### config.mk
export PLATFORM = sky130hd
export DESIGN_NAME = bitmap_page_allocator_flat
export DESIGN_NICKNAME = d
export VERILOG_FILES = /design/src/sv/bpa_pkg.sv /design/src/sv/bpa_if.sv /design/src/sv/bpa_word_unit.sv /design/src/sv/bpa_core.sv /design/src/sv/bitmap_page_allocator.sv /design/src/flat_wrapper.sv
export SDC_FILE = /design/constraint.sdc
export NUM_CORES = 1
export LEC_CHECK = 0
export CAP_MARGIN = 20
export CELL_PAD_IN_SITES_DETAIL_PLACEMENT = 1
export CELL_PAD_IN_SITES_GLOBAL_PLACEMENT = 1
export CORE_UTILIZATION = 40
export DETAILED_ROUTE_END_ITERATION = 16
export DONT_BUFFER_PORTS = 1
export PLACE_DENSITY = 0.6
export SYNTH_ARGS = -nofsm -noshare
export SYNTH_HDL_FRONTEND = slang
export SYNTH_HIERARCHICAL = 1
export SYNTH_SLANG_ARGS = --single-unit
### constraint.sdc
create_clock -name clock -period 5.2 [get_ports clock]
set_clock_uncertainty 0.15 [all_clocks]
set_input_delay 0.52 -clock clock [delete_from_list [all_inputs] [get_ports clock]]
set_output_delay 0.52 -clock clock [all_outputs]
set_load 0.1 [all_outputs]
### src/sv/bpa_pkg.sv
// ----------------------------------------------------------------------------
// bpa_pkg - shared types and constants for the bitmap page allocator
// Sizes of the map, request codes, sequencer states and word unit controls.
// ----------------------------------------------------------------------------
package bpa_pkg;

   localparam int MAP_PAGES  = 256;
   localparam int PAGE_BYTES = 4096;
   localparam int WORD_BITS  = 32;
   localparam int MAP_WORDS  = (MAP_PAGES + WORD_BITS - 1) / WORD_BITS;

   localparam int BIT_W      = $clog2(WORD_BITS);
   localparam int WIDX_W     = (MAP_WORDS > 1) ? $clog2(MAP_WORDS) : 1;
   localparam int COUNT_W    = 9;              // free_pages_left field
   localparam int PAGE_W     = 8;              // page_number / granted_page fields
   localparam int MODE_W     = 2;
   localparam int ADDR_W     = 20;             // os_last_address register
   localparam int PAGE_SHIFT = $clog2(PAGE_BYTES);
   localparam int START_W    = ADDR_W + 1 - PAGE_SHIFT;

   localparam int CSR_ADDR_W = 3;
   localparam int CSR_DATA_W = 32;

   // register index, taken from the word address bits of paddr
   localparam logic [CSR_ADDR_W-3:0] REG_OS_LAST_ADDRESS = '0;

   typedef enum logic [MODE_W-1:0] {
      MODE_INIT  = 2'd0,
      MODE_ALLOC = 2'd1,
      MODE_FREE  = 2'd2
   } mode_type;

   typedef enum logic [2:0] {
      ST_IDLE,
      ST_INIT,
      ST_SCAN,
      ST_FREE,
      ST_REPLY
   } state_type;

   typedef enum logic [1:0] {
      UOP_FILL,      // build the init pattern for one word
      UOP_TAKE,      // find lowest set bit and clear it
      UOP_SET        // set one bit
   } unit_op_type;

   typedef struct packed {
      unit_op_type        op;
      logic [COUNT_W-1:0] start;
      logic [WIDX_W-1:0]  widx;
      logic [BIT_W-1:0]   bit_idx;
   } unit_req_type;

   typedef struct packed {
      logic [WORD_BITS-1:0] word;
      logic                 found;
      logic [BIT_W-1:0]     bit_idx;
   } unit_rsp_type;

endpackage

### src/sv/bpa_if.sv
// ----------------------------------------------------------------------------
// bpa_req_if / bpa_rsp_if - request and response channels
// Valid/ready channels carrying one allocator request or one result item.
// ----------------------------------------------------------------------------
interface bpa_req_if;
   import bpa_pkg::*;

   logic              valid;
   logic              ready;
   logic [MODE_W-1:0] mode;
   logic [PAGE_W-1:0] page_number;

   modport source (output valid, mode, page_number, input ready);
   modport sink   (input valid, mode, page_number, output ready);
endinterface

interface bpa_rsp_if;
   import bpa_pkg::*;

   logic               valid;
   logic               ready;
   logic [PAGE_W-1:0]  granted_page;
   logic               success;
   logic [COUNT_W-1:0] free_pages_left;

   modport source (output valid, granted_page, success, free_pages_left, input ready);
   modport sink   (input valid, granted_page, success, free_pages_left, output ready);
endinterface

### src/sv/bpa_word_unit.sv
// ----------------------------------------------------------------------------
// bpa_word_unit - shared map word unit
// Works on one 32-bit map word: init fill pattern, lowest-free take, bit set.
// ----------------------------------------------------------------------------
module bpa_word_unit (
   input  bpa_pkg::unit_req_type           ctrl,
   input  logic [bpa_pkg::WORD_BITS-1:0]   word_in,
   output bpa_pkg::unit_rsp_type           result
);
   import bpa_pkg::*;

   logic [COUNT_W-1:0]   base;
   logic [WORD_BITS-1:0] fill;
   logic                 found;
   logic [BIT_W-1:0]     low_bit;

   assign base = COUNT_W'({ctrl.widx, {BIT_W{1'b0}}});

   // free for start <= page < MAP_PAGES
   always_comb begin
      for (int b = 0; b < WORD_BITS; b++) begin
         fill[b] = ((base + COUNT_W'(b)) >= ctrl.start) &&
                   ((base + COUNT_W'(b)) < COUNT_W'(MAP_PAGES));
      end
   end

   // lowest set bit
   always_comb begin
      found   = 1'b0;
      low_bit = '0;
      for (int b = WORD_BITS - 1; b >= 0; b--) begin
         if (word_in[b]) begin
            found   = 1'b1;
            low_bit = BIT_W'(b);
         end
      end
   end

   always_comb begin
      result.found   = found;
      result.bit_idx = low_bit;
      case (ctrl.op)
         UOP_FILL: begin
            result.word = fill;
         end
         UOP_TAKE: begin
            result.word = word_in & ~(WORD_BITS'(1) << low_bit);
         end
         UOP_SET: begin
            result.word = word_in | (WORD_BITS'(1) << ctrl.bit_idx);
         end
         default: begin
            result.word = word_in;
         end
      endcase
   end

endmodule

### src/sv/bpa_core.sv
// ----------------------------------------------------------------------------
// bpa_core - allocator sequencer, free map and result register
// Walks the map one word a cycle through the shared word unit.
// ----------------------------------------------------------------------------
module bpa_core (
   input  logic                          clock,
   input  logic                          reset,
   input  logic                          req_valid,
   output logic                          req_ready,
   input  logic [bpa_pkg::MODE_W-1:0]    req_mode,
   input  logic [bpa_pkg::PAGE_W-1:0]    req_page,
   input  logic [bpa_pkg::ADDR_W-1:0]    os_last_address,
   output logic                          rsp_valid,
   input  logic                          rsp_ready,
   output logic [bpa_pkg::PAGE_W-1:0]    rsp_page,
   output logic                          rsp_success,
   output logic [bpa_pkg::COUNT_W-1:0]   rsp_count
);
   import bpa_pkg::*;

   state_type            state_ff, state_in;
   logic [WORD_BITS-1:0] map_ff [MAP_WORDS];
   logic [WIDX_W-1:0]    widx_ff, widx_in;
   logic [BIT_W-1:0]     bit_ff, bit_in;
   logic [COUNT_W-1:0]   start_ff, start_in;
   logic [COUNT_W-1:0]   count_ff, count_in;
   logic                 res_ok_ff, res_ok_in;
   logic [PAGE_W-1:0]    res_page_ff, res_page_in;
   logic                 out_valid_ff, out_valid_in;
   logic                 out_ok_ff;
   logic [PAGE_W-1:0]    out_page_ff;
   logic [COUNT_W-1:0]   out_count_ff;

   logic                 accept;
   logic                 last_word;
   logic                 slot_free;
   logic                 map_we;
   logic [ADDR_W:0]      round_sum;
   logic [START_W-1:0]   start_raw;
   unit_req_type         unit_ctrl;
   unit_rsp_type         unit_res;

   assign accept    = req_valid && req_ready;
   assign last_word = (widx_ff == WIDX_W'(MAP_WORDS - 1));
   assign slot_free = !out_valid_ff || rsp_ready;

   // first allocatable page, clamped to the page total
   assign round_sum = {1'b0, os_last_address} + (ADDR_W + 1)'(PAGE_BYTES - 4);
   assign start_raw = round_sum[ADDR_W:PAGE_SHIFT];
   assign start_in  = (start_raw >= START_W'(MAP_PAGES)) ? COUNT_W'(MAP_PAGES)
                                                         : COUNT_W'(start_raw);

   always_comb begin
      unit_ctrl.start   = start_ff;
      unit_ctrl.widx    = widx_ff;
      unit_ctrl.bit_idx = bit_ff;
      case (state_ff)
         ST_INIT: unit_ctrl.op = UOP_FILL;
         ST_SCAN: unit_ctrl.op = UOP_TAKE;
         default: unit_ctrl.op = UOP_SET;
      endcase
   end

   bpa_word_unit u_word_unit (
      .ctrl    (unit_ctrl),
      .word_in (map_ff[widx_ff]),
      .result  (unit_res)
   );

   // next state
   always_comb begin
      state_in = state_ff;
      case (state_ff)
         ST_IDLE: begin
            if (accept) begin
               case (req_mode)
                  MODE_INIT:  state_in = ST_INIT;
                  MODE_ALLOC: state_in = ST_SCAN;
                  MODE_FREE:  state_in = (32'(req_page) < MAP_PAGES) ? ST_FREE : ST_REPLY;
                  default:    state_in = ST_REPLY;
               endcase
            end
         end
         ST_INIT: begin
            if (last_word) state_in = ST_REPLY;
         end
         ST_SCAN: begin
            if (unit_res.found || last_word) state_in = ST_REPLY;
         end
         ST_FREE: begin
            state_in = ST_REPLY;
         end
         ST_REPLY: begin
            if (slot_free) state_in = ST_IDLE;
         end
         default: begin
            state_in = ST_IDLE;
         end
      endcase
   end

   // outputs and datapath
   always_comb begin
      req_ready    = (state_ff == ST_IDLE);
      widx_in      = widx_ff;
      bit_in       = bit_ff;
      count_in     = count_ff;
      res_ok_in    = res_ok_ff;
      res_page_in  = res_page_ff;
      out_valid_in = out_valid_ff && !rsp_ready;
      map_we       = 1'b0;
      case (state_ff)
         ST_IDLE: begin
            if (accept) begin
               res_ok_in   = 1'b0;
               res_page_in = '0;
               widx_in     = '0;
               if (req_mode == MODE_FREE) begin
                  widx_in = WIDX_W'(req_page >> BIT_W);
                  bit_in  = req_page[BIT_W-1:0];
               end
            end
         end
         ST_INIT: begin
            map_we  = 1'b1;
            widx_in = widx_ff + 1'b1;
            if (last_word) begin
               count_in  = COUNT_W'(MAP_PAGES) - start_ff;
               res_ok_in = 1'b1;
            end
         end
         ST_SCAN: begin
            widx_in = widx_ff + 1'b1;
            if (unit_res.found) begin
               map_we      = 1'b1;
               res_ok_in   = 1'b1;
               res_page_in = PAGE_W'({widx_ff, unit_res.bit_idx});
               if (count_ff != '0) count_in = count_ff - 1'b1;
            end
         end
         ST_FREE: begin
            map_we    = 1'b1;
            res_ok_in = 1'b1;
            if (count_ff < COUNT_W'(MAP_PAGES)) count_in = count_ff + 1'b1;
         end
         ST_REPLY: begin
            if (slot_free) out_valid_in = 1'b1;
         end
         default: begin
         end
      endcase
   end

   always_ff @(posedge clock) begin
      if (reset) begin
         state_ff     <= ST_IDLE;
         count_ff     <= '0;
         out_valid_ff <= 1'b0;
         for (int w = 0; w < MAP_WORDS; w++) map_ff[w] <= '0;
      end else begin
         state_ff     <= state_in;
         count_ff     <= count_in;
         out_valid_ff <= out_valid_in;
         if (map_we) map_ff[widx_ff] <= unit_res.word;
      end
   end

   always_ff @(posedge clock) begin
      widx_ff     <= widx_in;
      bit_ff      <= bit_in;
      res_ok_ff   <= res_ok_in;
      res_page_ff <= res_page_in;
      if (accept) start_ff <= start_in;
      if (state_ff == ST_REPLY && slot_free) begin
         out_ok_ff    <= res_ok_ff;
         out_page_ff  <= res_page_ff;
         out_count_ff <= count_ff;
      end
   end

   assign rsp_valid   = out_valid_ff;
   assign rsp_success = out_ok_ff;
   assign rsp_page    = out_page_ff;
   assign rsp_count   = out_count_ff;

endmodule

### src/sv/bitmap_page_allocator.sv
// ----------------------------------------------------------------------------
// bitmap_page_allocator - lowest-first physical page allocator
// Free bitmap of 32-bit words with a free-page count and an APB config port.
// ----------------------------------------------------------------------------
// One request at a time. After the accept cycle an init walks all map words,
// one a cycle, an allocate scans words from page 0 up and stops at the first
// nonzero word, and a free is a single read-modify-write of one map word;
// the reply state then moves the item into the result register once that
// register is free. The map word loop runs through the single word unit.
// req ready is high only while the sequencer is idle; a finished result
// waiting in the output register does not hold it off.
// An allocate on an empty map reports success 0 and page 0.
// os_last_address is at byte address 0 and should only be written while
// the block is idle.
module bitmap_page_allocator (
   input  logic                             clock,
   input  logic                             reset,
   bpa_req_if.sink                          req_ch,
   bpa_rsp_if.source                        rsp_ch,
   input  logic                             csr_psel,
   input  logic                             csr_penable,
   input  logic                             csr_pwrite,
   input  logic [bpa_pkg::CSR_ADDR_W-1:0]   csr_paddr,
   input  logic [bpa_pkg::CSR_DATA_W-1:0]   csr_pwdata,
   output logic [bpa_pkg::CSR_DATA_W-1:0]   csr_prdata,
   output logic                             csr_pready
);
   import bpa_pkg::*;

   logic [ADDR_W-1:0]     os_last_ff;
   logic                  csr_write;
   logic [CSR_ADDR_W-3:0] csr_index;

   // --- config port: zero wait state ---
   assign csr_pready = 1'b1;
   assign csr_index  = csr_paddr[CSR_ADDR_W-1:2];
   assign csr_write  = csr_psel && csr_penable && csr_pwrite && csr_pready;

   always_ff @(posedge clock) begin
      if (reset) begin
         os_last_ff <= '0;
      end else if (csr_write && csr_index == REG_OS_LAST_ADDRESS) begin
         os_last_ff <= csr_pwdata[ADDR_W-1:0];
      end
   end

   // unmapped addresses read as zero
   always_comb begin
      csr_prdata = '0;
      if (csr_index == REG_OS_LAST_ADDRESS) csr_prdata = CSR_DATA_W'(os_last_ff);
   end

   // --- allocator ---
   bpa_core u_core (
      .clock           (clock),
      .reset           (reset),
      .req_valid       (req_ch.valid),
      .req_ready       (req_ch.ready),
      .req_mode        (req_ch.mode),
      .req_page        (req_ch.page_number),
      .os_last_address (os_last_ff),
      .rsp_valid       (rsp_ch.valid),
      .rsp_ready       (rsp_ch.ready),
      .rsp_page        (rsp_ch.granted_page),
      .rsp_success     (rsp_ch.success),
      .rsp_count       (rsp_ch.free_pages_left)
   );

endmodule

### src/flat_wrapper.sv
// flat-port wrapper written by rule: the top's interface ports become plain ports
module bitmap_page_allocator_flat import bpa_pkg::*;
  (clock, reset, csr_psel, csr_penable, csr_pwrite, csr_paddr, csr_pwdata, csr_prdata, csr_pready, req_ch_valid, req_ch_mode, req_ch_page_number, req_ch_ready, rsp_ch_valid, rsp_ch_granted_page, rsp_ch_success, rsp_ch_free_pages_left, rsp_ch_ready);
  bpa_req_if req_ch_i ();
  bpa_rsp_if rsp_ch_i ();
  input  logic clock;
  input  logic reset;
  input  logic csr_psel;
  input  logic csr_penable;
  input  logic csr_pwrite;
  input  logic [bpa_pkg::CSR_ADDR_W-1:0] csr_paddr;
  input  logic [bpa_pkg::CSR_DATA_W-1:0] csr_pwdata;
  output logic [bpa_pkg::CSR_DATA_W-1:0] csr_prdata;
  output logic csr_pready;
  input wire logic [$bits(req_ch_i.valid)-1:0] req_ch_valid;
  input wire logic [$bits(req_ch_i.mode)-1:0] req_ch_mode;
  input wire logic [$bits(req_ch_i.page_number)-1:0] req_ch_page_number;
  output wire logic [$bits(req_ch_i.ready)-1:0] req_ch_ready;
  output wire logic [$bits(rsp_ch_i.valid)-1:0] rsp_ch_valid;
  output wire logic [$bits(rsp_ch_i.granted_page)-1:0] rsp_ch_granted_page;
  output wire logic [$bits(rsp_ch_i.success)-1:0] rsp_ch_success;
  output wire logic [$bits(rsp_ch_i.free_pages_left)-1:0] rsp_ch_free_pages_left;
  input wire logic [$bits(rsp_ch_i.ready)-1:0] rsp_ch_ready;
  assign req_ch_i.valid = req_ch_valid;
  assign req_ch_i.mode = req_ch_mode;
  assign req_ch_i.page_number = req_ch_page_number;
  assign req_ch_ready = req_ch_i.ready;
  assign rsp_ch_valid = rsp_ch_i.valid;
  assign rsp_ch_granted_page = rsp_ch_i.granted_page;
  assign rsp_ch_success = rsp_ch_i.success;
  assign rsp_ch_free_pages_left = rsp_ch_i.free_pages_left;
  assign rsp_ch_i.ready = rsp_ch_ready;
  bitmap_page_allocator u_core (.clock(clock), .reset(reset), .req_ch(req_ch_i), .rsp_ch(rsp_ch_i), .csr_psel(csr_psel), .csr_penable(csr_penable), .csr_pwrite(csr_pwrite), .csr_paddr(csr_paddr), .csr_pwdata(csr_pwdata), .csr_prdata(csr_prdata), .csr_pready(csr_pready));
endmodule
### Word-level counts from Yosys, hierarchy flattened

Memories as Yosys holds them, arrays and structs flattened. A register that Yosys moved wholly into a read port is not among the register bits.
Cells that the tools add are included.
Widths: inputs -> output; s select.

* memory bits (writable): 256
* word-level logic and storage cells: 297
* register bits after elaboration: 77
* memories kept: 1
* bits of input ports: 52
* output and inout port bits: 53

* shift-type cells: 2
* mux-type cells: 101
* order comparisons: 66
* bitwise gates (word level): 4
* add/sub/neg operators: 36
* equal/unequal tests: 16
* reduce and logical (&&, ||, !) cells: 59

Memory list
* u_core.u_core.map_ff: depth 8, bits a word 32, read ports 1, clocked after memory_dff 1, write ports 8, RTL line bpa_core.sv:22 `logic [WORD_BITS-1:0] map_ff [MAP_WORDS];`

Operators with widths (number)
* $lt 9x9->1 const B: 32
* $ge 9x9->1: 31
* $mux 5: 32
* $add 8x5->9 const B: 16
* $pmux 32 s3: 1
* $add 8x4->9 const B: 8
* $shl 1x5->32 const A: 2
* $mux 1: 44
* $logic_and 1x1->1: 38
* $add 8x3->9 const B: 4
* $mux 9: 4
* $and 32x32->32: 1
* $mux 32: 1
* $not 32->32: 1
* $or 32x32->32: 1
* $reduce_or 32->1: 1
* $pmux 9 s3: 1
* $mux 3: 8
* $add 20x12->21 const B: 1
* $mux 20: 1
* $add 8x2->9 const B: 2
* $mux 8: 2
* $pmux 8 s2: 1
* $pmux 3 s5: 1
* 34 further kinds: 50

### Logic depth before layout (Yosys ltp)

Gate-level depths: netlist of the first run.

* depth in word-level cells: 39
* depth in mapped cells: 15
* depth with buffers taken out: 11

### Modules after synthesis

The synthesis of the first run kept the hierarchy.

Modules (own cells, without submodules)
* bpa_core: cells an instance 930, instances 1, seq. area each 9328.9 um2, area an instance 14412.6 um2
* bpa_word_unit: cells an instance 432, instances 1, seq. area each 0.0 um2, area an instance 2578.7 um2
* bitmap_page_allocator: cells an instance 125, instances 1, seq. area each 400.4 um2, area an instance 1164.9 um2

### Least setup slack after synthesis of the first run

No wires, ideal clock.

* kind: reg2reg
* start: register with a tool-made name
* end: memory u_core.u_core.map_ff[2][0], enable pin
* slack: 1067 ps
* buffers on the path: 3
* data required time: 4720 ps
* stages on the path, launching flop included: 15
* setup time: 330 ps
* arrival: 3654 ps
* period minus slack after synthesis: 4133 ps
* cell sequence: dfxtp_1 > buf_2 > buf_2 > mux4_2 > mux2_2 > or4_1 > nand2b_1 > nor2_1 > nand2_1 > buf_4 > a21oi_1 > nor3_1 > nand2b_1 > nor2_1 > or2_2

RTL lines (RTL line)
* to (decl): bpa_core.sv:22

==> results of run 1 <==
[metal layers]
layer  vias to the layer above  global-route usage, %  routed length, µm
met2                       322                   38.4              25400
met1                      6483                   33.5              25300
li1                       5578                      -                  -
met3                        80                   3.92               2560
met5                         -                      0                  0
met4                         0                   5.96               1180
[cell usage after synthesis, types with 8 or more instances]
| master | instances |
|---|---|
| a311oi_2 | 8 |
| o21a_1 | 11 |
| mux2_2 | 36 |
| nand2_1 | 54 |
| ha_1 | 18 |
| a21oi_1 | 51 |
| clkbuf_1 | 72 |
| o22ai_1 | 8 |
| and3_1 | 9 |
| nor3_1 | 22 |
| and2_1 | 270 |
| mux2i_1 | 21 |
| dfxtp_1 | 36 |
| inv_1 | 21 |
| buf_4 | 15 |
| a31oi_1 | 15 |
| xnor2_1 | 8 |
| a211oi_1 | 9 |
| mux4_2 | 64 |
| nor4_1 | 10 |
| or2_2 | 13 |
| edfxtp_1 | 300 |
| nor2b_1 | 29 |
| o31ai_1 | 16 |
| nor2_1 | 98 |
| o21ai_0 | 44 |
| nand3_1 | 13 |
| nand2b_1 | 59 |
[path summary, 6_finish.rpt]
kind / from / endpoint / slack [ps]
setup reg to reg: flop / u_core/u_core/map_ff[5][3] / 510
setup / recovery: flop / u_core/u_core/map_ff[5][3] / 510
hold reg to reg: u_core/u_core/res_page_ff[7] / u_core/u_core/rsp_page[7] / 260
hold / removal: reset / u_core/os_last_ff[3] / 40
[through the flow]
stage                     hold slack, ps  total power, mW
after global placement               259             7.44
after CTS                           8.35             10.2
after global routing                39.5             10.6
after floorplan                      250             6.07
after detailed placement             261             7.52
final                               35.5             10.1
[report_power, final]
group / switching, mW / leakage (nW) / internal [mW]
combinational: 2.47 / 3.41 / 1.54
sequential: 0.337 / 3.36 / 3.17
clock: 1.09 / 0.599 / 1.52
[cell usage in the layout, fill, tap and decap left out, types with 33 or more instances in the layout]
cell type,instances
dfxtp_1,33
nor2_1,91
edfxtp_1,300
mux4_2,64
o21ai_0,44
nand2_1,54
buf_4,49
mux2_2,36
and2_1,270
clkbuf_16,41
a21oi_1,51
nand2b_1,59
[layout make-up]
type | count | area (µm²)
fillers | 4656 | 23900
flip-flops and latches | 336 | 9740
multi-input cells | 1036 | 7960
clock buffers | 51 | 1090
repair buffers | 88 | 896
well taps | 592 | 741
clock inverters | 17 | 108
inverters | 24 | 92.6
[worst reg2reg max path, delay by kind of cell, from the launching register on]
| family | cells | cell delay, ps |
|---|---|---|
| simple gates | 3 | 1070 |
| compound gates | 4 | 1240 |
| mux | 2 | 840 |
| buf+inv | 2 | 600 |
| flops | 1 | 540 |
[sequential cells by signal, summed over array words and instances (netlist names), named ones only]
| name | flops |
|---|---|
| u_core/u_core/res_ok_ff | 1 |
| u_core/u_core/start_ff | 9 |
| u_core/u_core/res_page_ff | 8 |
| u_core/u_core/map_ff | 256 |
| u_core/u_core/rsp_page | 8 |
| u_core/u_core/widx_ff | 3 |
| u_core/u_core/rsp_success | 1 |
| u_core/u_core/state_ff | 3 |
| u_core/u_core/bit_ff | 5 |
| u_core/u_core/rsp_count | 9 |
| u_core/u_core/count_ff | 9 |
| u_core/u_core/rsp_valid | 1 |
| u_core/os_last_ff | 20 |
[logic make-up after synthesis]
logic type	count (synthesis)	share of synthesized area [%]
adder cells (fa/ha/maj)	19	1.35
AND/OR/NAND/NOR	632	20.3
AO/OA/AOI/OAI	236	9.43
other	2	0.0414
buffers and inverters	126	3.28
flip-flops	336	53.6
XOR/XNOR	15	0.724
multiplexers	121	11.3
==> impl_metrics.yaml, run 1 <==
detailed_routing:
  ant_nets: 0
  via_count: 12463
  avgViaCountPerCell: 5.81
  drc_errors: 0
  wire_per_inst_um: 25.4
  drtIter0Drc: 973
  wl_um: 54400
  firstDrtPassIters: 5
power:
  p_leak_nw: 7.37
  p_per_area_nw_per_um2: 491
  peakVddDrop_mv: 0.231
setup_path:
  rr_worst_depth: 11
  critical_path_class: "reg2reg"
  arrival_ps: 4850
  slowest_stage: "dfxtp_4"
  critPathMaxStageDelay_ps: 540
  critical_path.top_delay_family: "compound AO/OA/AOI/OAI gates"
  worst-path-max-fanout: 29
  worst-path-buf-inv: 2
  cp.required_ps: 5350
  crit_chain: "buf_12 -> buf_4 -> mux4_2 -> mux2_2 -> or3_1 -> a221oi_1 -> o21a_1 -> o221ai_4 -> nor3_4 -> a31oi_1 -> and2_1"
  crit_path_start_kind: "flop"
  cp.depth: 11
  end_kind: "flop"
cts:
  post-cts-setup-buffers: 0
  h-tree-depth: 2
  cts_root_buf: "clkbuf_16"
  cts_hold_buf: 27
  cts_tree: "done"
  clockBufferDepth: 3
  clkSinkCount: 336
  clock_latency_ps: 560
  clkTransAtPathRegs_ps: 60
  cts_made_buffers: 39
  cts_resized: 0
min_path:
  hold-path-cell-count: 2
  holdCritPathClass: "in2reg"
synthesis:
  synth_flop_cell: "edfxtp_1"
  syn_inst: 1487
  ys_seq_area_share_pct: 53.6
  synth_top_area_share_pct: 49.6
  synth_warnings: 6
  avgSynthCellArea_um2: 12.2
  synth.area.top_cells: "edfxtp_1 50%, and2_1 9.3%, mux4_2 7.9%, dfxtp_1 4.0%, mux2_2 2.2%"
  synth_area_um2: 18200
  synth-async-reset-ratio_pct: 0
  synth-edff-count: 300
  postSynthRegisterBits: 336
  synth_top_area_cell: "edfxtp_1"
  yosysUniqueCellTypes: 92
sta:
  rsz0062_at_grt: "no"
  relSlewSlack_pct: 27.0
  maxSlewViolCount: 0
  setup_slack_ps: 505
  post-route-period-util_pct: 90.3
  setup_tns_ps: 0
  setup_viol: 0
  hold_viol_final: 0
  fmax_mhz: 213
  worst_slew_pin_slew_ps: 1090
  final.min_clock_period_ps: 4690
grt:
  grt_usage_pct: 23.8
  grt_pass1_wl_um: 82600
  overflow: 0
  grt_max_degree: 49
  antenna_found_initial: 0
  grt_pass1_vias: 13002
cells_and_area:
  antenna_cells: 0
  area_growth_pct: 13.6
  design_area_um2: 20600
  final_cells: 2144
  finish.utilization_pct: 46.3
  nNetsFinal: 1596
  drive_above_1_share_pct: 19.7
floorplan:
  pin_count: 105
  row_count: 77
  die_w_um: 215
  coreArea_um2: 44500
  die-area_um2: 46200
  die_h_um: 215
  initial_core_util_pct: 40.8
placement:
  hpwlAfterDp_um: 35200
  port_buffers: 0
  pre_cts_slack_ps: 489
  placed_area_um2: 19100
  place_congestion: 0.905
  dpl.cell_count: 2049
flow_run:
  cap_violations: 0
run_status:
  status: "complete, no violations"
Note: power is estimated with default switching activity, not from simulation.
==> run 2: changes to the inputs <==
--- a/config.mk
+++ b/config.mk
@@ -11,7 +11,7 @@
 export CORE_UTILIZATION = 40
 export DETAILED_ROUTE_END_ITERATION = 16
 export DONT_BUFFER_PORTS = 1
-export PLACE_DENSITY = 0.6
+export PLACE_DENSITY = 0.62
 export SYNTH_ARGS = -nofsm -noshare
 export SYNTH_HDL_FRONTEND = slang
 export SYNTH_HIERARCHICAL = 1
==> constraint.sdc (replaced) <==
create_clock -name clock -period 3.85 [get_ports clock]
set_clock_uncertainty 0.15 [all_clocks]
set_input_delay 0.385 -clock clock [delete_from_list [all_inputs] [get_ports clock]]
set_output_delay 0.385 -clock clock [all_outputs]
set_load 0.1 [all_outputs]
==> run 2 against run 1 <==
The flow now finishes with violations (setup timing). Cell count grew 6.9%. Utilization grew 5.1 points. Final area grew 11%. Critical path type unchanged.
==> impl_metrics.yaml, run 2 (synthesis gave the netlist of run 1 again) <==
sta:
  final.min_clock_period_ps: 3950
  rsz0062_at_grt: "yes"
  maxSlewViolCount: 0
  setup_viol: 188
  hold_viol_final: 0
  fmax_mhz: 253
  relSlewSlack_pct: 26.6
  worst_slew_pin_slew_ps: 1100
  post-route-period-util_pct: 103
  setup_slack_ps: -97.5
  setup_tns_ps: -6800
setup_path:
  r2r_setup_slack_ps: -100
  arrival_ps: 4120
  worst-path-max-fanout: 8
  rr_worst_depth: 15
  crit_top_cell: "buf_4"
  r2r_end: "u_core/u_core/map_ff[3][23]"
  critical_path_class: "reg2reg"
  cp.required_ps: 4020
  crit_chain: "buf_4 -> buf_12 -> mux4_2 -> mux2_4 -> or4_4 -> o2111a_1 -> o21ai_2 -> nand2_2 -> buf_6 -> buf_4 -> nor3_2 -> buf_4 -> a31oi_4 -> buf_6 -> and2_1"
  end_kind: "flop"
  critPathMaxStageDelay_ps: 530
  slowest_stage: "or4_4"
  crit_path_start_kind: "flop"
detailed_routing:
  drc_errors: 0
  avgViaCountPerCell: 5.70
  drtIter0Drc: 971
  ant_nets: 0
  via_count: 13060
  firstDrtPassIters: 6
  wl_um: 59700
  wire_per_inst_um: 26.1
min_path:
  min_to: "u_core/u_core/state_ff[2]"
  holdCritPathClass: "in2reg"
  hp-start: "rsp_ch_ready"
  hold-path-cell-count: 3
cts:
  cts_tree: "done"
  clockBufferDepth: 3
  cts_root_buf: "clkbuf_16"
  clkSinkCount: 336
  clkTransAtPathRegs_ps: 60
  h-tree-depth: 2
  clock_latency_ps: 570
  cts_made_buffers: 40
power:
  total_power_mw: 16.5
  p_per_area_nw_per_um2: 719
  peakVddDrop_mv: 0.288
  p_leak_nw: 8.42
cells_and_area:
  top_register: "u_core/u_core/map_ff"
  mostFrequentLayoutCells: "300 x edfxtp_1, 265 x and2_1, 142 x buf_4, 83 x nor2_1, 64 x mux4_2"
  reg_top3: "u_core/u_core/map_ff x256, u_core/os_last_ff x20"
  largest_reg_flops: 256
  area_growth_pct: 26.0
  layout_commonest_cell: "edfxtp_1"
  drive_above_1_share_pct: 29.6
  nNetsFinal: 1738
floorplan:
  pin_count: 105
  die-area_um2: 46200
  die_w_um: 215
  coreArea_um2: 44500
  die_h_um: 215
  row_count: 77
  initial_core_util_pct: 40.8
placement:
  place_congestion: 0.951
  hpwlAfterDp_um: 39400
  port_buffers: 0
grt:
  grt_pass1_wl_um: 89300
  grt_max_degree: 56
  grt_usage_pct: 26.1
  grt_pass1_vias: 13755
  overflow: 0
  antenna_found_initial: 1
run_status:
  violations: "setup timing"
  status: "finished, violations left"
flow_run:
  cap_violations: 0
[run 2: power by group]
part	internal (mW)	switching [mW]	leakage, nW
combinational	3.52	4.38	4.40
sequential	4.28	0.345	3.36
clock	2.40	1.53	0.663
[run 2: what timing repair did]
action | 4_1_cts | 5_1_grt
pin swaps | 11 | 6
buffers inserted | 6 | 3
cloned | 2 | 0
hold buffers | 31 | 0
hold endpoints to repair | 41 | 0
resized for setup | 72 | 58
endpoints found under the setup margin | 516 | 516
[run 2: layer usage]
metal / GRT usage [%] / up-vias / wire length (µm)
li1: - / 5858 / -
met4: 9.22 / 0 / 1570
met2: 42.8 / 354 / 29000
met1: 35.4 / 6761 / 26700
met3: 3.55 / 87 / 2550
met5: 0 / - / 0
[run 2: area by class of cell]
class                   instances  area, µm²
fillers                      4525      21600
flip-flops and latches        336       9740
multi-input cells            1036       8600
repair buffers                229       2350
clock buffers                  49       1080
well taps                     592        741
clock inverters                25        285
inverters                      24       95.1
diodes                          1       2.50
[run 2: how the worst max path moves through the flow]
| stage | start | endpoint | slack (ps) | depth (start not counted) |
|---|---|---|---|---|
| 2_1_floorplan | flop | u_core/u_core/map_ff[2][0] | 30 | 14 |
| 3_3_place_gp | flop | u_core/u_core/map_ff[3][16] | -440 | 14 |
| 3_5_place_dp | flop | u_core/u_core/map_ff[4][16] | -480 | 15 |
| 4_1_cts | flop | u_core/u_core/map_ff[1][6] | -140 | 13 |
| 5_1_grt | flop | u_core/u_core/map_ff[7][9] | -190 | 14 |
| 6_report | flop | u_core/u_core/map_ff[3][23] | -100 | 15 |
[run 2: through the flow]
stage | instance area (µm²) | setup WS, ps | utilization, % | hold WS (ps) | cells
3_5_place_dp | 20400 | -481 | 45.9 | 256 | 2177
6_report | 22900 | -97.5 | 51.4 | 59.4 | 2292
3_3_place_gp | 20400 | -443 | 45.8 | 254 | 2176
2_1_floorplan | 18200 | 32.2 | - | 250 | 1498
5_1_grt | 22900 | -194 | 51.4 | 78.2 | 2292
4_1_cts | 22600 | -138 | 50.8 | 35.8 | 2290
[run 2: worst max-delay path, delay by kind of cell, from the launching register on]
kind	cells	cell delay [ps]
mux	2	770
compound gates	3	570
flops	1	400
simple gates	4	920
buf+inv	6	880
==> run 3: changes to the inputs <==
--- a/config.mk
+++ b/config.mk
@@ -12,6 +12,7 @@
 export DETAILED_ROUTE_END_ITERATION = 16
 export DONT_BUFFER_PORTS = 1
 export PLACE_DENSITY = 0.62
+export RECOVER_POWER = 100
 export SYNTH_ARGS = -nofsm -noshare
 export SYNTH_HDL_FRONTEND = slang
 export SYNTH_HIERARCHICAL = 1
==> run 3 against run 2 <==
The flow finishes with violations (capacitance limit, slew limit, setup timing). Sequential share of layout area increased by 0.15 points. Sequential power about the same. Critical path depth unchanged. Clock power about the same. Count of clock-buffer cells in the layout unchanged. Utilization decreased by 0.19 points. Total power decreased by 0.11%. Cell count unchanged. Critical path type unchanged. Critical endpoint unchanged. Largest power group unchanged.
==> impl_metrics.yaml, run 3 (synthesis gave the netlist of run 1 again) <==
run_status:
  status: "finished, violations left"
  violations: "capacitance limit, slew limit, setup timing"
power:
  power_frac_comb_pct: 48.0
  power_frac_clock_pct: 23.9
  switchingPower_mw: 6.24
  switching_share_pct: 38.0
  p_leak_nw: 8.40
  p_per_area_nw_per_um2: 721
  internal_power_mw: 10.2
  total_power_mw: 16.4
  seqPwrFrac_pct: 28.2
  peakVddDrop_mv: 0.289
placement:
  dpl.cell_count: 2177
  hpwlAfterDp_um: 39400
  port_buffers: 0
  place_congestion: 0.951
  pre_cts_slack_ps: -481
  placed_area_um2: 20400
sta:
  final.min_clock_period_ps: 3940
  rsz0062_at_grt: "yes"
  fmax_mhz: 254
  maxSlewViolCount: 20
  setup_viol: 177
  setup_tns_ps: -7340
  post-route-period-util_pct: 102
  setup_slack_ps: -89.6
  relSlewSlack_pct: -27.9
  whs_ps: 55.8
  hold_viol_final: 0
  worst_slew_pin_slew_ps: 1910
detailed_routing:
  drtIter0Drc: 980
  wl_um: 59700
  wire_per_inst_um: 26.1
  avgViaCountPerCell: 5.71
  drc_errors: 0
  firstDrtPassIters: 5
  ant_nets: 0
  via_count: 13078
cells_and_area:
  nNetsFinal: 1738
  layout_commonest_cell: "edfxtp_1"
  mostFrequentLayoutCells: "300 x edfxtp_1, 263 x and2_1, 137 x buf_4, 84 x nor2_1, 64 x mux4_2"
  finish.utilization_pct: 51.2
  area_growth_pct: 25.6
  largest_reg_flops: 256
  drive_above_1_share_pct: 28.0
  final_cells: 2292
  reg_top3: "u_core/u_core/map_ff x256, u_core/os_last_ff x20"
  top_register: "u_core/u_core/map_ff"
  design_area_um2: 22800
cts:
  cts_made_buffers: 40
  clockBufferDepth: 3
  clkTransAtPathRegs_ps: 60
  cts_tree: "done"
  h-tree-depth: 2
  clkSinkCount: 336
  clock_latency_ps: 580
  cts_root_buf: "clkbuf_16"
floorplan:
  initial_core_util_pct: 40.8
  coreArea_um2: 44500
  row_count: 77
  die_h_um: 215
  pin_count: 105
  die-area_um2: 46200
  die_w_um: 215
setup_path:
  end_kind: "flop"
  critical_path_class: "reg2reg"
  worst-path-max-fanout: 8
  arrival_ps: 4110
  cp.required_ps: 4020
  crit_path_start_kind: "flop"
grt:
  gr-usage-met3_pct: 3.55
  grt_usage_pct: 26.1
  grt_pass1_wl_um: 89300
  met2_usage_pct: 42.8
  gr-max-usage-layer: "met2"
  antenna_found_initial: 1
  grt_max_degree: 56
  grt_use_met1_pct: 35.4
  overflow: 0
  grt_pass1_vias: 13755
min_path:
  hp-start: "rsp_ch_ready"
  holdCritPathClass: "in2reg"
flow_run:
  cap_violations: 20
run 3: final cells by class:
type	count	area (µm²)
sequential	336	9740
fill	4535	21700
tap	592	741
multi-input combinational	1036	8540
clock buffer	49	1080
clock inverter	25	285
antenna	1	2.50
inverter	24	95.1
timing repair buffer	229	2320
run 3: final timing paths:
check	slack [ps]	cells after the start	to
worst max-delay path	-90	15	u_core/u_core/map_ff[3][23]
worst min-delay path	60	3	u_core/u_core/state_ff[2]
worst max register to register	-90	15	u_core/u_core/map_ff[3][23]
worst min register to register	260	0	u_core/u_core/rsp_page[0]
run 3: per-layer routing:
metal,wire (µm),vias to the layer above
li1,-,5860
met1,26800,6789
met2,28900,341
met3,2470,88
met4,1610,0
met5,0,-
run 3: power groups by stage:
| stage | registers [mW] | logic [mW] | clock network (mW) |
|---|---|---|---|
| floorplan | 4.59 | 3.62 | 0 |
| global placement | 4.68 | 6.57 | 0 |
| detailed placement | 4.70 | 6.70 | 0 |
| CTS | 4.63 | 7.44 | 4.01 |
| global route | 4.65 | 8.30 | 4.14 |
| finish | 4.63 | 7.89 | 3.92 |
run 3: worst max-delay path, cell delays in order (launching register included):
cell      delay (ps)
dfxtp_4          400
buf_4            130
buf_12           130
mux4_2           490
mux2_4           280
or4_4            530
o2111a_1         300
o21ai_2          160
nand2_2           90
buf_6            140
buf_4            130
nor3_2           160
buf_4            190
a31oi_4          110
buf_6            150
and2_1           140
run 3: timing repair:
action / in CTS / in global routing
cloned: 2 / 0
pin swaps: 11 / 6
endpoints found under the setup margin: 516 / 516
hold buffers: 31 / 0
buffers inserted: 6 / 3
gates resized for setup: 72 / 58
hold endpoints to repair: 41 / 0
